===== src/hdl/sda_pkg.sv =====
// Shared types, codes and constants for the scaled decimal ALU.
package sda_pkg;

  localparam int MAX_SCALE_DEF = 18;
  localparam int MUL_RETRIES = 36;
  localparam logic [4:0] KEEP_RESET = 5'd8;
  localparam logic [4:0] EXTRA_RESET = 5'd8;

  typedef enum logic [2:0] {
    ACT_ADD  = 3'd0,
    ACT_SUB  = 3'd1,
    ACT_MUL  = 3'd2,
    ACT_DIV  = 3'd3,
    ACT_CMP  = 3'd4,
    ACT_ABS  = 3'd5,
    ACT_NEG  = 3'd6,
    ACT_ZERO = 3'd7
  } action_t;

  localparam logic CFG_KEEP = 1'b0;
  localparam logic CFG_EXTRA = 1'b1;

  // Request to and answer from the shared divide-by-signal unit.
  typedef struct packed {
    logic        start;
    logic [63:0] num;
    logic [63:0] den;
  } div_req_t;

  typedef struct packed {
    logic        done;
    logic [63:0] quo;
    logic [63:0] rem;
  } div_rsp_t;

endpackage


===== src/hdl/sda_div.sv =====
// Restoring radix-2 signed divider, one quotient bit per cycle.
module sda_div
  import sda_pkg::*;
(
  input  logic     clk,
  input  logic     rst,
  input  div_req_t req,
  output div_rsp_t rsp
);

  logic [63:0] dvd;
  logic [63:0] dvs;
  logic [64:0] rem;
  logic [6:0]  cnt;
  logic        busy;
  logic        qneg;
  logic        rneg;
  logic [64:0] trial;
  logic [64:0] shifted;

  always_comb begin
    shifted = {rem[63:0], dvd[63]};
    trial = shifted - {1'b0, dvs};
  end

  always_ff @(posedge clk) begin
    rsp.done <= 1'b0;
    if (rst) begin
      busy <= 1'b0;
      cnt <= '0;
    end else if (req.start) begin
      busy <= 1'b1;
      cnt <= 7'd64;
      dvd <= req.num[63] ? 64'd0 - req.num : req.num;
      dvs <= req.den[63] ? 64'd0 - req.den : req.den;
      qneg <= req.num[63] ^ req.den[63];
      rneg <= req.num[63];
      rem <= '0;
    end else if (busy) begin
      if (cnt == 7'd0) begin
        busy <= 1'b0;
        rsp.done <= 1'b1;
        rsp.quo <= qneg ? 64'd0 - dvd : dvd;
        rsp.rem <= rneg ? 64'd0 - rem[63:0] : rem[63:0];
      end else begin
        cnt <= cnt - 7'd1;
        if (!trial[64]) begin
          rem <= trial;
          dvd <= {dvd[62:0], 1'b1};
        end else begin
          rem <= shifted;
          dvd <= {dvd[62:0], 1'b0};
        end
      end
    end
  end

endmodule


===== config.mk =====
export PLATFORM = sky130hd
export DESIGN_NAME = sda_div
export DESIGN_NICKNAME = d
export VERILOG_FILES = /design/src/hdl/sda_pkg.sv /design/src/hdl/sda_div.sv
export SDC_FILE = /design/constraint.sdc
export NUM_CORES = 1
export LEC_CHECK = 0
export BUFFER_PORTS_ARGS = -buffer_cell sky130_fd_sc_hd__buf_2
export CORE_UTILIZATION = 45
export DETAILED_ROUTE_END_ITERATION = 6
export SYNTH_ARGS = -nofsm -noshare
export SYNTH_HDL_FRONTEND = slang
export SYNTH_SLANG_ARGS = --single-unit

===== constraint.sdc =====
create_clock -name clk -period 22.2 [get_ports clk]
set_input_delay 6.66 -clock clk [delete_from_list [all_inputs] [get_ports clk]]
set_output_delay 6.66 -clock clk [all_outputs]
set_load 0.05 [all_outputs]

==> flow_summary_export.csv <==
group,metric,value,unit
setup_path,r2r-start,"rem[10]",
clock_tree,cts_tree,"built",
setup_path,crit_end,"dvs[57]",
placed_design,globalplace.congestion,0.8991,
sta,hold_ws,0.5132,ns
global_routing,met2_usage,0.3806,
placed_design,place_area,0.02287,mm2
sta,fmax,97.26,MHz
global_routing,antenna_found_initial,6,
floorplanning,design.core.area,0.04577,mm2
clock_tree,clock_latency,0.57,ns
floorplanning,die_x,218.2,um
floorplanning,start_util,0.4597,
setup_path,start_kind,"primary input",
sta,worst_pin_slew,1.161,ns
cells_and_area,final_cells,2977,
placed_design,hpwl,40.89,mm
sta,rsz0062_at_grt,"no",
clock_tree,cts_setup_buffers,0,
clock_tree,cts_hold_buffers,0,
pwr,p_leak,8.901,nW
global_routing,grt_use_met1,0.3127,
setup_path,endpoint_kind,"flop",
synthesis,synth_ff_type,"edfxtp_1",
setup_path,r2r-end,"rem[59]",
pwr,peakVddDrop,48.05,uV
sta,setup_tns,0,ns
setup_path,path_cells,"buf_2, or4_1, nor4_1, nor4b_1, nand3_1, or2_2, nand2b_1, nand2b_1, nand2b_1, o31ai_1, xnor2_1",
synthesis,synth_seq_area_share,0.4681,
sta,hold_violations,0,
drt,final_antenna_net_count,0,
global_routing,grt_max_degree,129,
drt,wirelength,55.93,mm
cells_and_area,fin_nets,2546,
sta,min_period,10.28,ns
synthesis,synth_area,0.02104,mm2
clock_tree,clock_sinks,331,
synthesis,yosys_warnings,0,
synthesis,synth_edf_count,322,
global_routing,grt_use_met3,0.03410,
setup_path,startpoint,"req[13]",
sta,period_share,0.4631,
global_routing,grt_overflow_total,0,
drt,wl_per_cell,18.79,um
cells_and_area,final_cell_mix,"edfxtp_1, buf_2, nand2_1, xnor2_1, a21oi_1",
drt,drt-pass1-iter-count,5,
global_routing,grt_pass1_wl,86.91,mm
run_status,outcome,"complete, no violations",
clock_tree,clockRootBuffer,"clkbuf_16",
global_routing,grt_pass1_vias,16000,
clock_tree,post_cts_resized,0,
sta,skew,0.01852,ns
cells_and_area,seqCellArea,0.009849,mm2
synthesis,synthArstFlopShare,0,
cells_and_area,utilization,0.5281,
floorplanning,dieArea,0.04762,mm2
floorplanning,io_pins,260,
synthesis,synth_seq_cells,331,
synthesis,synth_cells,2127,
synthesis,synthesis.nets,2329,
global_routing,grt-busiest-layer,"met2",
synthesis,syn_avg_cell_area,9.892,um2
drt,vias,16940,
sta,maxSlewHeadroom,0.2259,
cells_and_area,layout.filler_cells,4230,
drt,viasPerCell,5.691,
clock_tree,numCtsBuffers,39,
pwr,power_density,77.63,mW/mm2
cells_and_area,areaGrowthSynthToFinish,14.88,%
floorplanning,fp.dieH,218.2,um
setup_path,crit_fanout,5,
drt,drtIter0Drc,1174,
setup_path,cp.required,22.50,ns
setup_path,worst_ep_arrival_time,10.59,ns
clock_tree,cts-htree-levels,2,
floorplanning,core.rowCount,78,
job,cap_violations,0,
hold_path,hold_path_class,"reg2reg",
clock_tree,cts.path.max_buffers,3,
setup_path,cp_slowest_cell,"nor4b_1",
setup_path,r2r_slack,17.64,ns
global_routing,track_usage,0.2313,
drt,drc,0,
setup_path,cp_common_cell,"nand2b_1",
cells_and_area,final_common_cell,"edfxtp_1",
synthesis,synth_cell_type_count,74,
cells_and_area,multi_input_area,0.01050,mm2
placed_design,port_buffers,259,
placed_design,place_inst,2903,
setup_path,crit_type,"in2reg",
cells_and_area,stdcell_area,0.02417,mm2
sta,setup_violations,0,
setup_path,slowest_delay,0.90,ns
sta,slew_violations,0,
clock_tree,cts.clk_slew.worst_paths,0.05,ns
setup_path,reg2reg_depth,11,
cells_and_area,drive_gt1_frac,0.1610,
## critical path: cells and delay by family
family	cells	cell delay (ns)
compound gates	1	0.27
simple gates	8	3.44
xor+xnor	1	0.09
buf+inv	1	0.11
## flip-flops by register name (all words and copies together) (netlist names)
register,cells
dvs,64
rsp,129
dvd,64
rem,64
rneg,1
busy,1
qneg,1
cnt,7
## layout make-up
class	instances	share of cell area
diodes	4	0.0004141
multi-input cells	1603	0.4343
well taps	600	0.03106
clock buffers	46	0.04234
inverters	99	0.01537
clock inverters	24	0.01118
repair buffers	270	0.05782
flip-flops and latches	331	0.4075
## power breakdown
| group | total (W) | internal [W] | switching [W] |
|---|---|---|---|
| Clock | 0.000656 | 0.000390 | 0.000266 |
| Combinational | 0.000435 | 0.000166 | 0.000268 |
| Sequential | 0.000786 | 0.000748 | 0.0000377 |
## per-layer routing
metal / part of all wire / routed length [um]
met3: 0.056 / 3134
met1: 0.45 / 25070
met4: 0.027 / 1506
met2: 0.47 / 26190
met5: 0.00041 / 23
## Yosys cell counts, types with 8 or more instances
cell type / n / area, um2
or4_1: 32 / 240.2
nand2_1: 234 / 878.3
a21o_1: 39 / 292.8
nor4_1: 21 / 131.4
inv_1: 99 / 371.6
dfxtp_1: 9 / 180.2
edfxtp_1: 322 / 9669
o21bai_1: 11 / 82.58
a21oi_1: 185 / 925.9
a31oi_1: 13 / 81.33
nand3_1: 29 / 145.1
xnor2_1: 220 / 1927
mux2_2: 8 / 90.09
or2_2: 14 / 87.58
xor2_1: 80 / 700.7
o21a_1: 9 / 67.56
nor2_1: 135 / 506.7
o21ai_0: 123 / 615.6
clkbuf_1: 87 / 326.6
o41ai_1: 33 / 289.0
or3_1: 46 / 287.8
ha_1: 70 / 875.8
nand2b_1: 36 / 225.2
nor3_1: 32 / 160.2
o31ai_1: 68 / 510.5
nand4_1: 31 / 193.9
## worst min-delay path by stage
stage | startpoint | end | slack [ns] | cells after the start
2_1_floorplan | busy | rsp[128] | 0.44 | 2
3_3_place_gp | busy | rsp[128] | 0.47 | 2
3_5_place_dp | busy | rsp[128] | 0.49 | 2
4_1_cts | busy | rsp[128] | 0.51 | 2
5_1_grt | dvd[0] | rsp[64] | 0.54 | 0
6_report | dvd[0] | rsp[64] | 0.51 | 0
## through the flow
step	setup slack [ns]	total power, W
after floorplan	5.698	0.001112
after global placement	11.51	0.001225
after detailed placement	11.38	0.001229
after CTS	11.97	0.001891
after global routing	11.67	0.001968
final	11.92	0.001876
## kinds of logic after synthesis
logic type               share of synthesized area
AND/OR/NAND/NOR                             0.1553
AO/OA/AOI/OAI                               0.1694
flip-flops                                  0.4681
XOR/XNOR                                    0.1249
buffers and inverters                      0.03449
adder cells (fa/ha/maj)                    0.04258
multiplexers                              0.005233
Note: power is estimated with default switching activity, not from simulation.
